<file path="config.mk">
export PLATFORM = sky130hd
export DESIGN_NAME = lca_rank
export DESIGN_NICKNAME = d
export VERILOG_FILES = /design/src/hdl/lca_rank.sv
export SDC_FILE = /design/constraint.sdc
export NUM_CORES = 1
export LEC_CHECK = 0
export BUFFER_PORTS_ARGS = -buffer_cell sky130_fd_sc_hd__buf_2
export CAP_MARGIN = 40
export CELL_PAD_IN_SITES_DETAIL_PLACEMENT = 1
export CELL_PAD_IN_SITES_GLOBAL_PLACEMENT = 1
export CORE_MARGIN = 2
export CORE_UTILIZATION = 39
export DETAILED_ROUTE_END_ITERATION = 10
export PLACE_DENSITY = 0.83
export SYNTH_ARGS = -nofsm -noshare
export SYNTH_HDL_FRONTEND = slang
export SYNTH_SLANG_ARGS = --single-unit
export TNS_END_PERCENT = 50
</file>
<file path="constraint.sdc">
create_clock -name clk -period 5.4 [get_ports clk]
set_input_delay 0.54 -clock clk [delete_from_list [all_inputs] [get_ports clk]]
set_output_delay 0.54 -clock clk [all_outputs]
set_load 0.02 [all_outputs]
</file>
<file path="src/hdl/lca_rank.sv">
module lca_rank (
    input  logic                          clk,
    input  logic                          load,
    input  logic [21:0]                   size,
    output logic [7:0]                    rank
);

    logic [7:0]  rank_reg;
    logic [7:0]  rank_next;
    logic [21:0] s;
    logic [4:0]  msb;
    logic [21:0] top;

    always_comb
    begin
        s   = size - 22'd1;
        msb = 5'd0;
        for (int i = 1; i < 22; i++)
        begin
            if (s[i])
                msb = 5'(i);
        end
        top = s >> (msb - 5'd2);
        if (size <= 22'd4)
            rank_next = 8'd0;
        else
            rank_next = {1'b0, msb, 2'b00} + {6'd0, top[1:0]} + 8'd4 - 8'd11;
    end

    always_ff @(posedge clk)
    begin
        if (load)
            rank_reg <= rank_next;
    end

    assign rank = rank_reg;

endmodule

</file>
==> impl_results.html, run 1 <==
<table>
<tr><th>Metric</th><th>Value</th></tr>
<tr><th colspan="2">Worst setup path</th></tr>
<tr><td>Critical path startpoint category</td><td>input pin</td></tr>
<tr><td>Category of the most critical setup path</td><td>in2reg</td></tr>
<tr><td>Worst Path Required</td><td>about 5400 ps</td></tr>
<tr><td>CP max FO</td><td>10</td></tr>
<tr><td>Arrival time at the worst endpoint</td><td>4920 ps</td></tr>
<tr><td>Endpoint kind of the worst setup timing path</td><td>register</td></tr>
<tr><th colspan="2">Layout</th></tr>
<tr><td>Ant diodes</td><td>0</td></tr>
<tr><td>Share of final-layout standard cells stronger than drive strength 1</td><td>0.236</td></tr>
<tr><td>Synth-to-Final Area Change</td><td>14.3%</td></tr>
<tr><td>Share of the core filled with cells</td><td>0.460</td></tr>
<tr><td>Fill cell count</td><td>714</td></tr>
<tr><td>Seq. cell area</td><td>240 µm²</td></tr>
<tr><td>Fin area</td><td>~2500 µm²</td></tr>
<tr><td>Number of nets in the final layout</td><td>360</td></tr>
<tr><td>Multi-input gate area</td><td>1830 µm²</td></tr>
<tr><td>Final standard cell count with taps included and fillers excluded</td><td>403</td></tr>
<tr><td>Flip-flop count of the largest register after layout</td><td>8</td></tr>
<tr><th colspan="2">Synthesis</th></tr>
<tr><td>Largest family of logic cells by synthesized area</td><td>simple AND/OR/NAND/NOR gates</td></tr>
<tr><td>Netlist Area Pre-Place</td><td>2210 µm²</td></tr>
<tr><td>Synthesized flop and latch total</td><td>8</td></tr>
<tr><td>Synthesized netlist net count</td><td>326</td></tr>
<tr><td>Number of different library cells in the post-synthesis netlist</td><td>75</td></tr>
<tr><td>Share of synthesized flip-flops with an asynchronous set or reset</td><td>0</td></tr>
<tr><td>Synth Flop Type</td><td>sky130_fd_sc_hd__edfxtp_1</td></tr>
<tr><td>Synth warn</td><td>0</td></tr>
<tr><td>Mapped Cells</td><td>between 200 and 300</td></tr>
<tr><td>Post-synth EDFFs</td><td>8</td></tr>
<tr><td>Sequential element share of the synthesized area</td><td>0.108</td></tr>
<tr><td>Adder and majority gate portion of the synthesized area</td><td>0.0169</td></tr>
<tr><td>Mux contribution to synthesized area</td><td>0.0701</td></tr>
<tr><td>Area fraction in and, or, nand and nor cells after synthesis</td><td>0.399</td></tr>
<tr><td>Post-synthesis compound-gate area fraction</td><td>0.271</td></tr>
<tr><td>Post-Synth XOR/XNOR Area</td><td>0.0706</td></tr>
<tr><td>Mean area per synthesized cell</td><td>between 7 and 8 µm²</td></tr>
<tr><th colspan="2">Clock network</th></tr>
<tr><td>Cts repair resizes</td><td>0</td></tr>
<tr><td>CTS tree</td><td>yes</td></tr>
<tr><td>Clock transition at the registers of the reported paths</td><td>~40 ps</td></tr>
<tr><td># H-tree levels</td><td>1</td></tr>
<tr><td>Total clock sinks</td><td>8</td></tr>
<tr><td>Clock root buffer master</td><td>sky130_fd_sc_hd__clkbuf_8</td></tr>
<tr><td>Hold-fix buffers at CTS</td><td>0</td></tr>
<tr><td>Number of buffers inserted during clock tree synthesis</td><td>3</td></tr>
<tr><td>Largest buffer count on any clock path</td><td>2</td></tr>
<tr><td>Post-CTS setup repair buffer count</td><td>0</td></tr>
<tr><th colspan="2">Placed design</th></tr>
<tr><td>Final HPWL DP</td><td>5950 µm</td></tr>
<tr><td>Routability cong.</td><td>0.896</td></tr>
<tr><td>Number of buffers added on ports</td><td>31</td></tr>
<tr><td>Worst setup slack after placement</td><td>251 ps</td></tr>
<tr><td>Placed Cells</td><td>400</td></tr>
<tr><td>Post-place instance area</td><td>2490 µm²</td></tr>
<tr><th colspan="2">Power</th></tr>
<tr><td>Power consumption</td><td>0.333 mW</td></tr>
<tr><td>Power density over cell area</td><td>around 130 nW/µm²</td></tr>
<tr><td>Peak ir drop on the vdd network</td><td>0.112 mV</td></tr>
<tr><td>Static power due to leakage</td><td>0.897 nW</td></tr>
<tr><th colspan="2">Flow run</th></tr>
<tr><td>Number of max-cap violations</td><td>0</td></tr>
<tr><th colspan="2">STA</th></tr>
<tr><td>Final Hold Violating Endpoints</td><td>0</td></tr>
<tr><td>Setup repair after global routing missed its margin</td><td>false</td></tr>
<tr><td>Endpoints failing setup</td><td>0</td></tr>
<tr><td>Final critical-path share of the clock period</td><td>0.921</td></tr>
<tr><td>Max-slew violations</td><td>0</td></tr>
<tr><td>Max-Slew Margin vs Limit</td><td>0.435</td></tr>
<tr><td>Actual slew at the worst max-slew pin</td><td>840 ps</td></tr>
<tr><td>Total Negative Setup Slacks</td><td>0 ps</td></tr>
<tr><td>Period minus WS final</td><td>4970 ps</td></tr>
<tr><td>Fmax achieved</td><td>slightly above 200 MHz</td></tr>
<tr><td>Setup ws final</td><td>429 ps</td></tr>
<tr><td>Worst hold slack after final layout</td><td>651 ps</td></tr>
<tr><th colspan="2">Route</th></tr>
<tr><td>Drt initial violations</td><td>130</td></tr>
<tr><td>Total vias in the final route</td><td>2508</td></tr>
<tr><td>DRT Pass-1 Iters</td><td>4</td></tr>
<tr><td>Routed length per instance</td><td>18.0 µm</td></tr>
<tr><td>Number of DRC violations after detailed routing</td><td>0</td></tr>
<tr><td>Detail Route Antenna Nets</td><td>0</td></tr>
<tr><td>Final wirelength</td><td>7250 µm</td></tr>
<tr><td>Ratio of routed vias to standard cells</td><td>6.22</td></tr>
<tr><th colspan="2">Die</th></tr>
<tr><td>Starting Density</td><td>0.402</td></tr>
<tr><td>CORE AREA</td><td>5510 µm²</td></tr>
<tr><td>Die width</td><td>about 80 µm</td></tr>
<tr><td>I/O pin total</td><td>32</td></tr>
<tr><td>Site Rows</td><td>27</td></tr>
<tr><td>Die Ht</td><td>79.4 µm</td></tr>
<tr><td>Die outline area</td><td>6300 µm²</td></tr>
<tr><th colspan="2">Global routing</th></tr>
<tr><td>Pin count of the biggest net entering global routing</td><td>19</td></tr>
<tr><td>Overall fraction of global-route tracks in use</td><td>0.237</td></tr>
<tr><td>Via count of the first global-routing pass</td><td>2524</td></tr>
<tr><td>Total grt overflow</td><td>0</td></tr>
<tr><td>Initial antenna violation count</td><td>0</td></tr>
<tr><td>Wire length of the first global-routing pass</td><td>around 12000 µm</td></tr>
<tr><th colspan="2">Status</th></tr>
<tr><td>Run status</td><td>finished, final reports clean</td></tr>
<tr><th colspan="2">Min path</th></tr>
<tr><td>Worst min-delay path class</td><td>in2reg</td></tr>
</table>
cell type report:
type,instances,share of cell area
tap,72,0.0356
multi-input combinational,263,0.724
clock buffer,3,0.0163
sequential,8,0.0949
inverter,6,0.00890
timing repair buffer,51,0.121
power by group:
group / internal (mW) / switching [mW] / total (mW)
Sequential: 0.0778 / 0.00145 / 0.0793
Clock: 0.0483 / 0.0241 / 0.0724
Combinational: 0.0718 / 0.109 / 0.181
cell usage in the layout (no fill, tap or decap), drive strengths merged, types with 3 or more instances in the layout:
cell type,synthesis,routed
mux2i,14,14
nor3,17,17
a31oi,4,4
nand3,13,13
edfxtp,8,8
or3,6,6
ha,3,3
or2,3,3
nor4,12,12
a311oi,3,3
buf,13,51
inv,6,6
o21ai,14,14
or4,5,5
nand4b,5,5
nand2,24,24
and2,3,3
xor2,4,4
clkbuf,9,3
nor2,32,32
a21oi,7,7
and3,6,6
a22oi,5,5
nor2b,8,8
o31a,3,3
o31ai,3,3
o32a,3,3
a211oi,3,3
o22ai,4,4
nand4,3,3
xnor2,13,13
o21a,7,7
nand3b,7,7
logic make-up (layout without fill, tap and decap cells):
kind of cell | after synthesis | count (layout)
buffers and inverters | 28 | 60
DFF | 8 | 8
and+or+nand+nor | 150 | 150
AOI/OAI and AO/OA | 78 | 78
xor gates and xnor gates | 17 | 17
adders and majority gates | 3 | 3
muxes | 15 | 15
cells in the mapped netlist (4+ instances only):
master | n | area share
sky130_fd_sc_hd__nor2_1 | 32 | 0.054
sky130_fd_sc_hd__nor3_1 | 13 | 0.029
sky130_fd_sc_hd__o21a_1 | 7 | 0.024
sky130_fd_sc_hd__nand3_1 | 13 | 0.029
sky130_fd_sc_hd__inv_1 | 6 | 0.010
sky130_fd_sc_hd__or4_1 | 5 | 0.017
sky130_fd_sc_hd__o21ai_0 | 11 | 0.025
sky130_fd_sc_hd__nor2b_1 | 7 | 0.020
sky130_fd_sc_hd__a31oi_1 | 4 | 0.011
sky130_fd_sc_hd__clkbuf_1 | 8 | 0.014
sky130_fd_sc_hd__nand2_1 | 23 | 0.039
sky130_fd_sc_hd__or3_1 | 4 | 0.011
sky130_fd_sc_hd__nand4b_1 | 5 | 0.020
sky130_fd_sc_hd__mux2i_1 | 14 | 0.063
sky130_fd_sc_hd__nor4_1 | 8 | 0.023
sky130_fd_sc_hd__a21oi_1 | 6 | 0.014
sky130_fd_sc_hd__and3_1 | 6 | 0.017
sky130_fd_sc_hd__edfxtp_1 | 8 | 0.11
sky130_fd_sc_hd__buf_2 | 8 | 0.018
sky130_fd_sc_hd__a22oi_1 | 5 | 0.017
sky130_fd_sc_hd__xnor2_1 | 13 | 0.051
sky130_fd_sc_hd__nand3b_1 | 7 | 0.024
worst paths after layout:
check | from | end | slack [ps] | cells after the start
worst min-delay path | load | rank[5] | 650 | 1
worst max-delay path | size[0] | rank[6] | 430 | 23
worst max-delay path, cell delays in order:
cell                       delay (ps)
sky130_fd_sc_hd__buf_2            200
sky130_fd_sc_hd__inv_1             80
sky130_fd_sc_hd__ha_1             240
sky130_fd_sc_hd__buf_4            170
sky130_fd_sc_hd__nor3b_2          150
sky130_fd_sc_hd__buf_4            170
sky130_fd_sc_hd__xnor2_1          320
sky130_fd_sc_hd__nand3_1          190
sky130_fd_sc_hd__a31oi_1          340
sky130_fd_sc_hd__nor3_1            80
sky130_fd_sc_hd__nor2_1           210
sky130_fd_sc_hd__ha_1             300
sky130_fd_sc_hd__xor2_2           310
sky130_fd_sc_hd__mux2i_1          240
sky130_fd_sc_hd__o21ai_1           80
sky130_fd_sc_hd__a311oi_1         280
sky130_fd_sc_hd__o21a_1           210
sky130_fd_sc_hd__a31o_2           130
sky130_fd_sc_hd__ha_1             160
sky130_fd_sc_hd__o21ai_0          120
sky130_fd_sc_hd__nand3_1          140
sky130_fd_sc_hd__mux2i_1          190
sky130_fd_sc_hd__nor2_1            50
routing by layer:
metal  global-route usage  up-vias  wire, µm
li1                     -     1211         -
met1                0.295     1206      3180
met2                0.431       74      3680
met3               0.0125       17       220
met4               0.0810        0       167
met5                    0        -         0
Note: power is estimated with default switching activity, not from simulation.
==> run 2, diff against run 1 <==
- BUFFER_PORTS_ARGS: -buffer_cell sky130_fd_sc_hd__buf_2 -> default
- CORE_UTILIZATION: 39 -> 43
- DONT_BUFFER_PORTS: default -> 1
- PLACE_DENSITY: 0.83 -> 0.86
==> impl_results.html, run 2 (synthesis gave the netlist of run 1 again) <==
<table>
<tr><th>Metric</th><th>Value</th></tr>
<tr><th colspan="2">Status</th></tr>
<tr><td>Run status</td><td>finished, final reports clean</td></tr>
<tr><th colspan="2">Layout</th></tr>
<tr><td>Ant diodes</td><td>0 (unchanged)</td></tr>
<tr><td>Share of the core filled with cells</td><td>0.457 (-0.00235)</td></tr>
<tr><td>Synth-to-Final Area Change</td><td>4.12%</td></tr>
<tr><td>Final standard cell count with taps included and fillers excluded</td><td>361 (-10%)</td></tr>
<tr><td>Fill cell count</td><td>650 (-9.0%)</td></tr>
<tr><td>Most common cell after layout, fill and taps aside</td><td>sky130_fd_sc_hd__nor2_1</td></tr>
<tr><td>Share of final-layout standard cells stronger than drive strength 1</td><td>0.131 (-0.105)</td></tr>
<tr><td>Most used cells in the layout excluding fill and tap cells</td><td>sky130_fd_sc_hd__nor2_1 (32), sky130_fd_sc_hd__nand2_1 (23), sky130_fd_sc_hd__mux2i_1 (14)</td></tr>
<tr><td>Number of nets in the final layout</td><td>320 (-11%)</td></tr>
<tr><td>Flip-flop count of the largest register after layout</td><td>8 (unchanged)</td></tr>
<tr><th colspan="2">STA</th></tr>
<tr><td>Final critical-path share of the clock period</td><td>0.944 (+0.0238)</td></tr>
<tr><td>Max-Slew Margin vs Limit</td><td>0.397 (-0.0382)</td></tr>
<tr><td>Final Hold Violating Endpoints</td><td>0 (unchanged)</td></tr>
<tr><td>Actual slew at the worst max-slew pin</td><td>897 ps (+56.8 ps)</td></tr>
<tr><td>Endpoints failing setup</td><td>0 (unchanged)</td></tr>
<tr><td>Setup ws final</td><td>301 ps (-129 ps)</td></tr>
<tr><td>Fmax achieved</td><td>196 MHz (-2.5%)</td></tr>
<tr><td>Period minus WS final</td><td>5100 ps (+129 ps)</td></tr>
<tr><td>Max-slew violations</td><td>0 (unchanged)</td></tr>
<tr><td>Setup repair after global routing missed its margin</td><td>false</td></tr>
<tr><td>Total Negative Setup Slacks</td><td>0 ps (unchanged)</td></tr>
<tr><th colspan="2">Worst setup path</th></tr>
<tr><td>Worst Path Required</td><td>5340 ps (about the same)</td></tr>
<tr><td>Cell family with most CP delay</td><td>simple AND/OR/NAND/NOR gates</td></tr>
<tr><td>Buffer and inverter count on the worst path</td><td>0 (-4)</td></tr>
<tr><td>Max stage delay cell, worst path</td><td>sky130_fd_sc_hd__or4_1</td></tr>
<tr><td>Endpoint kind of the worst setup timing path</td><td>register</td></tr>
<tr><td>Category of the most critical setup path</td><td>in2reg</td></tr>
<tr><td>Critical Path Max Stage Delay</td><td>640 ps (+300 ps)</td></tr>
<tr><td>CP cell instances</td><td>nor4_2 -&gt; nand3_1 -&gt; or4_1 -&gt; nand3_1 -&gt; nor3_1 -&gt; nor2_1 -&gt; ha_1 -&gt; xor2_2 -&gt; mux2i_1 -&gt; o21ai_1 -&gt; a311oi_1 -&gt; o21a_1 -&gt; a31o_2 -&gt; ha_1 -&gt; o21ai_0 -&gt; nand3_1 -&gt; mux2i_1 -&gt; nor2_1</td></tr>
<tr><td>Arrival time at the worst endpoint</td><td>5040 ps (+120 ps)</td></tr>
<tr><td>CP max FO</td><td>8 (-2)</td></tr>
<tr><td>Most frequent cell on the critical path</td><td>sky130_fd_sc_hd__nand3_1</td></tr>
<tr><td>Critical path startpoint category</td><td>input pin</td></tr>
<tr><th colspan="2">Min path</th></tr>
<tr><td>Worst min-delay path class</td><td>in2reg</td></tr>
<tr><th colspan="2">Global routing</th></tr>
<tr><td>Overall fraction of global-route tracks in use</td><td>0.257 (+0.0205)</td></tr>
<tr><td>Via count of the first global-routing pass</td><td>2396 (-5.1%)</td></tr>
<tr><td>Total grt overflow</td><td>0 (unchanged)</td></tr>
<tr><td>Wire length of the first global-routing pass</td><td>11600 µm (-3.7%)</td></tr>
<tr><td>Pin count of the biggest net entering global routing</td><td>19 (unchanged)</td></tr>
<tr><td>Initial antenna violation count</td><td>0 (unchanged)</td></tr>
<tr><th colspan="2">Placed design</th></tr>
<tr><td>Routability cong.</td><td>0.889 (-0.83%)</td></tr>
<tr><td>Placed Cells</td><td>358 (-11%)</td></tr>
<tr><td>Worst setup slack after placement</td><td>178 ps (-73.5 ps)</td></tr>
<tr><td>Number of buffers added on ports</td><td>0 (-100%)</td></tr>
<tr><td>Final HPWL DP</td><td>5830 µm (-2.0%)</td></tr>
<tr><th colspan="2">Route</th></tr>
<tr><td>Drt initial violations</td><td>141 (+8.5%)</td></tr>
<tr><td>Ratio of routed vias to standard cells</td><td>6.66 (+7.0%)</td></tr>
<tr><td>Uppermost layer routed</td><td>met4</td></tr>
<tr><td>DRT Pass-1 Iters</td><td>4 (unchanged)</td></tr>
<tr><td>Total vias in the final route</td><td>2405 (-4.1%)</td></tr>
<tr><td>Number of DRC violations after detailed routing</td><td>0 (unchanged)</td></tr>
<tr><td>Sum of met3 wire segment lengths after detailed routing</td><td>378 µm (+72%)</td></tr>
<tr><td>Routed met2 length</td><td>3480 µm (-5.4%)</td></tr>
<tr><td>Routed length per instance</td><td>19.8 µm (+9.7%)</td></tr>
<tr><td>Final wirelength</td><td>7130 µm (-1.7%)</td></tr>
<tr><td>Total routed wire length on the met1 layer</td><td>3010 µm (-5.6%)</td></tr>
<tr><td>Detail Route Antenna Nets</td><td>0 (unchanged)</td></tr>
<tr><th colspan="2">Die</th></tr>
<tr><td>Site Rows</td><td>26 (-3.7%)</td></tr>
<tr><td>Die outline area</td><td>5740 µm² (-8.8%)</td></tr>
<tr><td>Die width</td><td>75.8 µm (-4.5%)</td></tr>
<tr><td>Die Ht</td><td>75.8 µm (-4.5%)</td></tr>
<tr><td>Starting Density</td><td>0.439 (+0.0370)</td></tr>
<tr><td>I/O pin total</td><td>32 (unchanged)</td></tr>
<tr><td>CORE AREA</td><td>5040 µm² (-8.4%)</td></tr>
<tr><th colspan="2">Flow run</th></tr>
<tr><td>Number of max-cap violations</td><td>0 (unchanged)</td></tr>
<tr><th colspan="2">Clock network</th></tr>
<tr><td>CTS tree</td><td>yes</td></tr>
<tr><td>Total clock sinks</td><td>8 (unchanged)</td></tr>
<tr><td>Hold-fix buffers at CTS</td><td>0 (unchanged)</td></tr>
<tr><td>Cts repair resizes</td><td>0 (unchanged)</td></tr>
<tr><td>Post-CTS setup repair buffer count</td><td>0 (unchanged)</td></tr>
<tr><td>Clock transition at the registers of the reported paths</td><td>40 ps (about the same)</td></tr>
<tr><td>Clock root buffer master</td><td>sky130_fd_sc_hd__clkbuf_8</td></tr>
<tr><td># H-tree levels</td><td>1 (unchanged)</td></tr>
<tr><td>Largest buffer count on any clock path</td><td>2 (unchanged)</td></tr>
<tr><td>Number of buffers inserted during clock tree synthesis</td><td>3 (unchanged)</td></tr>
<tr><th colspan="2">Power</th></tr>
<tr><td>Power consumption</td><td>0.292 mW (-12%)</td></tr>
<tr><td>Static power due to leakage</td><td>0.730 nW (-19%)</td></tr>
<tr><td>Peak ir drop on the vdd network</td><td>0.0936 mV (-17%)</td></tr>
<tr><td>Power density over cell area</td><td>127 nW/µm² (-3.6%)</td></tr>
</table>
==> run 2: cell types whose count changed in the layout (fill, tap and decap cells not counted) <==
cell,delta
sky130_fd_sc_hd__buf_4,-9
sky130_fd_sc_hd__buf_2,-31
==> run 2: worst paths after layout <==
kind              startpoint      end  slack (ps)  depth (start not counted)
setup / recovery    size[11]  rank[6]         300                         18
hold / removal          load  rank[2]         420                          0
==> run 2: per-stage QoR <==
stage	hold slack [ps]	area, µm²
3_5_place_dp	653	2260
3_3_place_gp	653	2260
2_1_floorplan	652	2210
4_1_cts	417	2310
6_report	422	2310
5_1_grt	413	2310
==> run 2: layout make-up <==
cell class              instances  area (µm²)  area share
multi-input cells             263        1830       0.794
inverters                       6        22.5     0.00977
flip-flops and latches          8         240       0.104
well taps                      70        87.6      0.0380
clock buffers                   3        41.3      0.0179
repair buffers                 11        82.6      0.0358
==> run 2: routing by layer <==
metal	global-route usage	up-vias
li1	-	1131
met1	0.329	1158
met2	0.443	91
met3	0.0159	25
met4	0.111	0
met5	0	-
==> run 2: where the power goes <==
group          switching, mW  leakage, nW  internal [mW]  total (mW)
combinational         0.0746        0.630         0.0577       0.132
sequential            0.0112       0.0783         0.0787      0.0899
clock                 0.0219       0.0216         0.0481      0.0700
==> run 3, diff against run 2 <==
- BUFFER_PORTS_ARGS: default -> -buffer_cell sky130_fd_sc_hd__buf_2
- CORE_UTILIZATION: 43 -> 39
- DONT_BUFFER_PORTS: 1 -> default
==> impl_results.html, run 3 (synthesis gave the netlist of run 1 again) <==
<table>
<tr><th>Metric</th><th>Value</th></tr>
<tr><th colspan="2">Layout</th></tr>
<tr><td>Number of nets in the final layout</td><td>361 (+13%)</td></tr>
<tr><td>Share of final-layout standard cells stronger than drive strength 1</td><td>0.250 (+0.119)</td></tr>
<tr><td>Ant diodes</td><td>0 (unchanged)</td></tr>
<tr><td>Flip-flop count of the largest register after layout</td><td>8 (unchanged)</td></tr>
<tr><td>Fill cell count</td><td>722 (+11%)</td></tr>
<tr><td>Synth-to-Final Area Change</td><td>15.8%</td></tr>
<tr><td>Most used cells in the layout excluding fill and tap cells</td><td>sky130_fd_sc_hd__nor2_1 (32), sky130_fd_sc_hd__buf_2 (31), sky130_fd_sc_hd__nand2_1 (23)</td></tr>
<tr><td>Final standard cell count with taps included and fillers excluded</td><td>404 (+12%)</td></tr>
<tr><td>Most common cell after layout, fill and taps aside</td><td>sky130_fd_sc_hd__nor2_1</td></tr>
<tr><th colspan="2">Worst setup path</th></tr>
<tr><td>Arrival time at the worst endpoint</td><td>4950 ps (-90 ps)</td></tr>
<tr><td>Category of the most critical setup path</td><td>in2reg</td></tr>
<tr><td>CP endpoint</td><td>rank[6]</td></tr>
<tr><td>CP Launch Point</td><td>size[1]</td></tr>
<tr><td>CP max FO</td><td>11 (+3)</td></tr>
<tr><td>Critical path startpoint category</td><td>input pin</td></tr>
<tr><td>Worst Path Required</td><td>5340 ps (about the same)</td></tr>
<tr><td>Endpoint kind of the worst setup timing path</td><td>register</td></tr>
<tr><th colspan="2">Clock network</th></tr>
<tr><td>Largest buffer count on any clock path</td><td>2 (unchanged)</td></tr>
<tr><td>Clock transition at the registers of the reported paths</td><td>40 ps (about the same)</td></tr>
<tr><td>Total clock sinks</td><td>8 (unchanged)</td></tr>
<tr><td>Post-CTS setup repair buffer count</td><td>0 (unchanged)</td></tr>
<tr><td>Number of buffers inserted during clock tree synthesis</td><td>3 (unchanged)</td></tr>
<tr><td>CTS tree</td><td>yes</td></tr>
<tr><td># H-tree levels</td><td>1 (unchanged)</td></tr>
<tr><td>Clock root buffer master</td><td>sky130_fd_sc_hd__clkbuf_8</td></tr>
<tr><th colspan="2">Die</th></tr>
<tr><td>Die Ht</td><td>79.4 µm (+4.7%)</td></tr>
<tr><td>Starting Density</td><td>0.402 (-0.0370)</td></tr>
<tr><td>Die width</td><td>79.4 µm (+4.7%)</td></tr>
<tr><td>Die outline area</td><td>6300 µm² (+9.7%)</td></tr>
<tr><td>I/O pin total</td><td>32 (unchanged)</td></tr>
<tr><td>CORE AREA</td><td>5510 µm² (+9.2%)</td></tr>
<tr><td>Site Rows</td><td>27 (+3.8%)</td></tr>
<tr><th colspan="2">Placed design</th></tr>
<tr><td>Number of buffers added on ports</td><td>31 (+31)</td></tr>
<tr><td>Worst setup slack after placement</td><td>167 ps (-10.9 ps)</td></tr>
<tr><td>Routability cong.</td><td>0.941 (+5.8%)</td></tr>
<tr><td>Final HPWL DP</td><td>6230 µm (+6.8%)</td></tr>
<tr><td>Placed Cells</td><td>401 (+12%)</td></tr>
<tr><th colspan="2">Global routing</th></tr>
<tr><td>Pin count of the biggest net entering global routing</td><td>17 (-2)</td></tr>
<tr><td>Wire length of the first global-routing pass</td><td>12200 µm (+5.5%)</td></tr>
<tr><td>Initial antenna violation count</td><td>0 (unchanged)</td></tr>
<tr><td>Via count of the first global-routing pass</td><td>2520 (+5.2%)</td></tr>
<tr><td>Total grt overflow</td><td>0 (unchanged)</td></tr>
<tr><td>Overall fraction of global-route tracks in use</td><td>0.240 (-0.0173)</td></tr>
<tr><th colspan="2">STA</th></tr>
<tr><td>Max-Slew Margin vs Limit</td><td>0.380 (-0.0169)</td></tr>
<tr><td>Total Negative Setup Slacks</td><td>0 ps (unchanged)</td></tr>
<tr><td>Final Hold Violating Endpoints</td><td>0 (unchanged)</td></tr>
<tr><td>Max-slew violations</td><td>0 (unchanged)</td></tr>
<tr><td>Actual slew at the worst max-slew pin</td><td>922 ps (+25.1 ps)</td></tr>
<tr><td>Endpoints failing setup</td><td>0 (unchanged)</td></tr>
<tr><td>Setup ws final</td><td>395 ps (+94.7 ps)</td></tr>
<tr><td>Fmax achieved</td><td>200 MHz (+1.9%)</td></tr>
<tr><td>Worst hold slack after final layout</td><td>649 ps (+228 ps)</td></tr>
<tr><td>Setup repair after global routing missed its margin</td><td>false</td></tr>
<tr><td>Period minus WS final</td><td>5000 ps (-94.7 ps)</td></tr>
<tr><td>Final critical-path share of the clock period</td><td>0.927 (-0.0175)</td></tr>
<tr><th colspan="2">Min path</th></tr>
<tr><td>Worst min-delay path class</td><td>in2reg</td></tr>
<tr><th colspan="2">Route</th></tr>
<tr><td>Detail Route Antenna Nets</td><td>0 (unchanged)</td></tr>
<tr><td>Ratio of routed vias to standard cells</td><td>6.38 (-4.3%)</td></tr>
<tr><td>Total vias in the final route</td><td>2577 (+7.2%)</td></tr>
<tr><td>DRT Pass-1 Iters</td><td>5 (+1)</td></tr>
<tr><td>Drt initial violations</td><td>149 (+5.7%)</td></tr>
<tr><td>Number of DRC violations after detailed routing</td><td>0 (unchanged)</td></tr>
<tr><td>Routed length per instance</td><td>19.0 µm (-3.7%)</td></tr>
<tr><td>Final wirelength</td><td>7680 µm (+7.8%)</td></tr>
<tr><th colspan="2">Status</th></tr>
<tr><td>Run status</td><td>finished, final reports clean</td></tr>
<tr><th colspan="2">Power</th></tr>
<tr><td>Power consumption</td><td>0.334 mW (+14%)</td></tr>
<tr><td>Static power due to leakage</td><td>0.905 nW (+24%)</td></tr>
<tr><td>Peak ir drop on the vdd network</td><td>0.0971 mV (+3.8%)</td></tr>
<tr><td>Power density over cell area</td><td>130 nW/µm² (+2.8%)</td></tr>
<tr><th colspan="2">Flow run</th></tr>
<tr><td>Number of max-cap violations</td><td>0 (unchanged)</td></tr>
</table>
-- run 3: worst min-delay path by stage --
stage	start	end	slack, ps	depth (start not counted)
finish	load	rank[5]	650	1
global route	load	rank[2]	670	1
CTS	load	rank[5]	660	1
detailed placement	load	rank[2]	890	1
global placement	load	rank[1]	880	1
floorplan	load	rank[0]	650	0
-- run 3: layout make-up --
class / instances / area, µm² / share of cell area
clock buffers: 3 / 41.3 / 0.0161
inverters: 6 / 22.5 / 0.00878
multi-input cells: 263 / 1860 / 0.724
flip-flops and latches: 8 / 240 / 0.0937
well taps: 72 / 90.1 / 0.0351
repair buffers: 52 / 313 / 0.122
-- run 3: where the power goes --
group          total (mW)  internal [mW]  switching, mW
clock              0.0701         0.0481         0.0220
sequential         0.0793         0.0778        0.00145
combinational       0.185         0.0725          0.112
total               0.334          0.199          0.135
-- run 3: what timing repair did --
item                       CTS  global route
gates resized for setup      0             4
hold buffers                 0             0
setup endpoints to repair    0             1
hold endpoints to repair     0             0
-- run 3: per-stage QoR --
stage	area [µm²]	util
floorplan	2210	-
global placement	2500	0.454
detailed placement	2500	0.454
CTS	2540	0.461
global route	2560	0.466
finish	2560	0.466
-- run 3: metal layers --
layer,global-route usage,vias up,part of all wire
met5,0,-,0
met4,0.110,0,0.026
met3,0.0159,21,0.040
met2,0.419,88,0.51
met1,0.300,1246,0.43
li1,-,1222,-
-- run 3: worst max-delay path: stages --
cell and delay [ps]:
sky130_fd_sc_hd__buf_2 150, sky130_fd_sc_hd__inv_1 70, sky130_fd_sc_hd__ha_1 310, sky130_fd_sc_hd__buf_4 220, sky130_fd_sc_hd__nor3b_2 160, sky130_fd_sc_hd__buf_4 180, sky130_fd_sc_hd__nand3_1 280, sky130_fd_sc_hd__o21a_1 280
sky130_fd_sc_hd__or2_2 340, sky130_fd_sc_hd__o311ai_1 340, sky130_fd_sc_hd__o211ai_1 170, sky130_fd_sc_hd__buf_4 220, sky130_fd_sc_hd__mux2i_1 160, sky130_fd_sc_hd__o21ai_0 100, sky130_fd_sc_hd__nor4_1 340, sky130_fd_sc_hd__o21a_1 220
sky130_fd_sc_hd__a31o_2 130, sky130_fd_sc_hd__ha_1 190, sky130_fd_sc_hd__o21ai_0 140, sky130_fd_sc_hd__nand3_1 150, sky130_fd_sc_hd__mux2i_1 190, sky130_fd_sc_hd__nor2_1 50
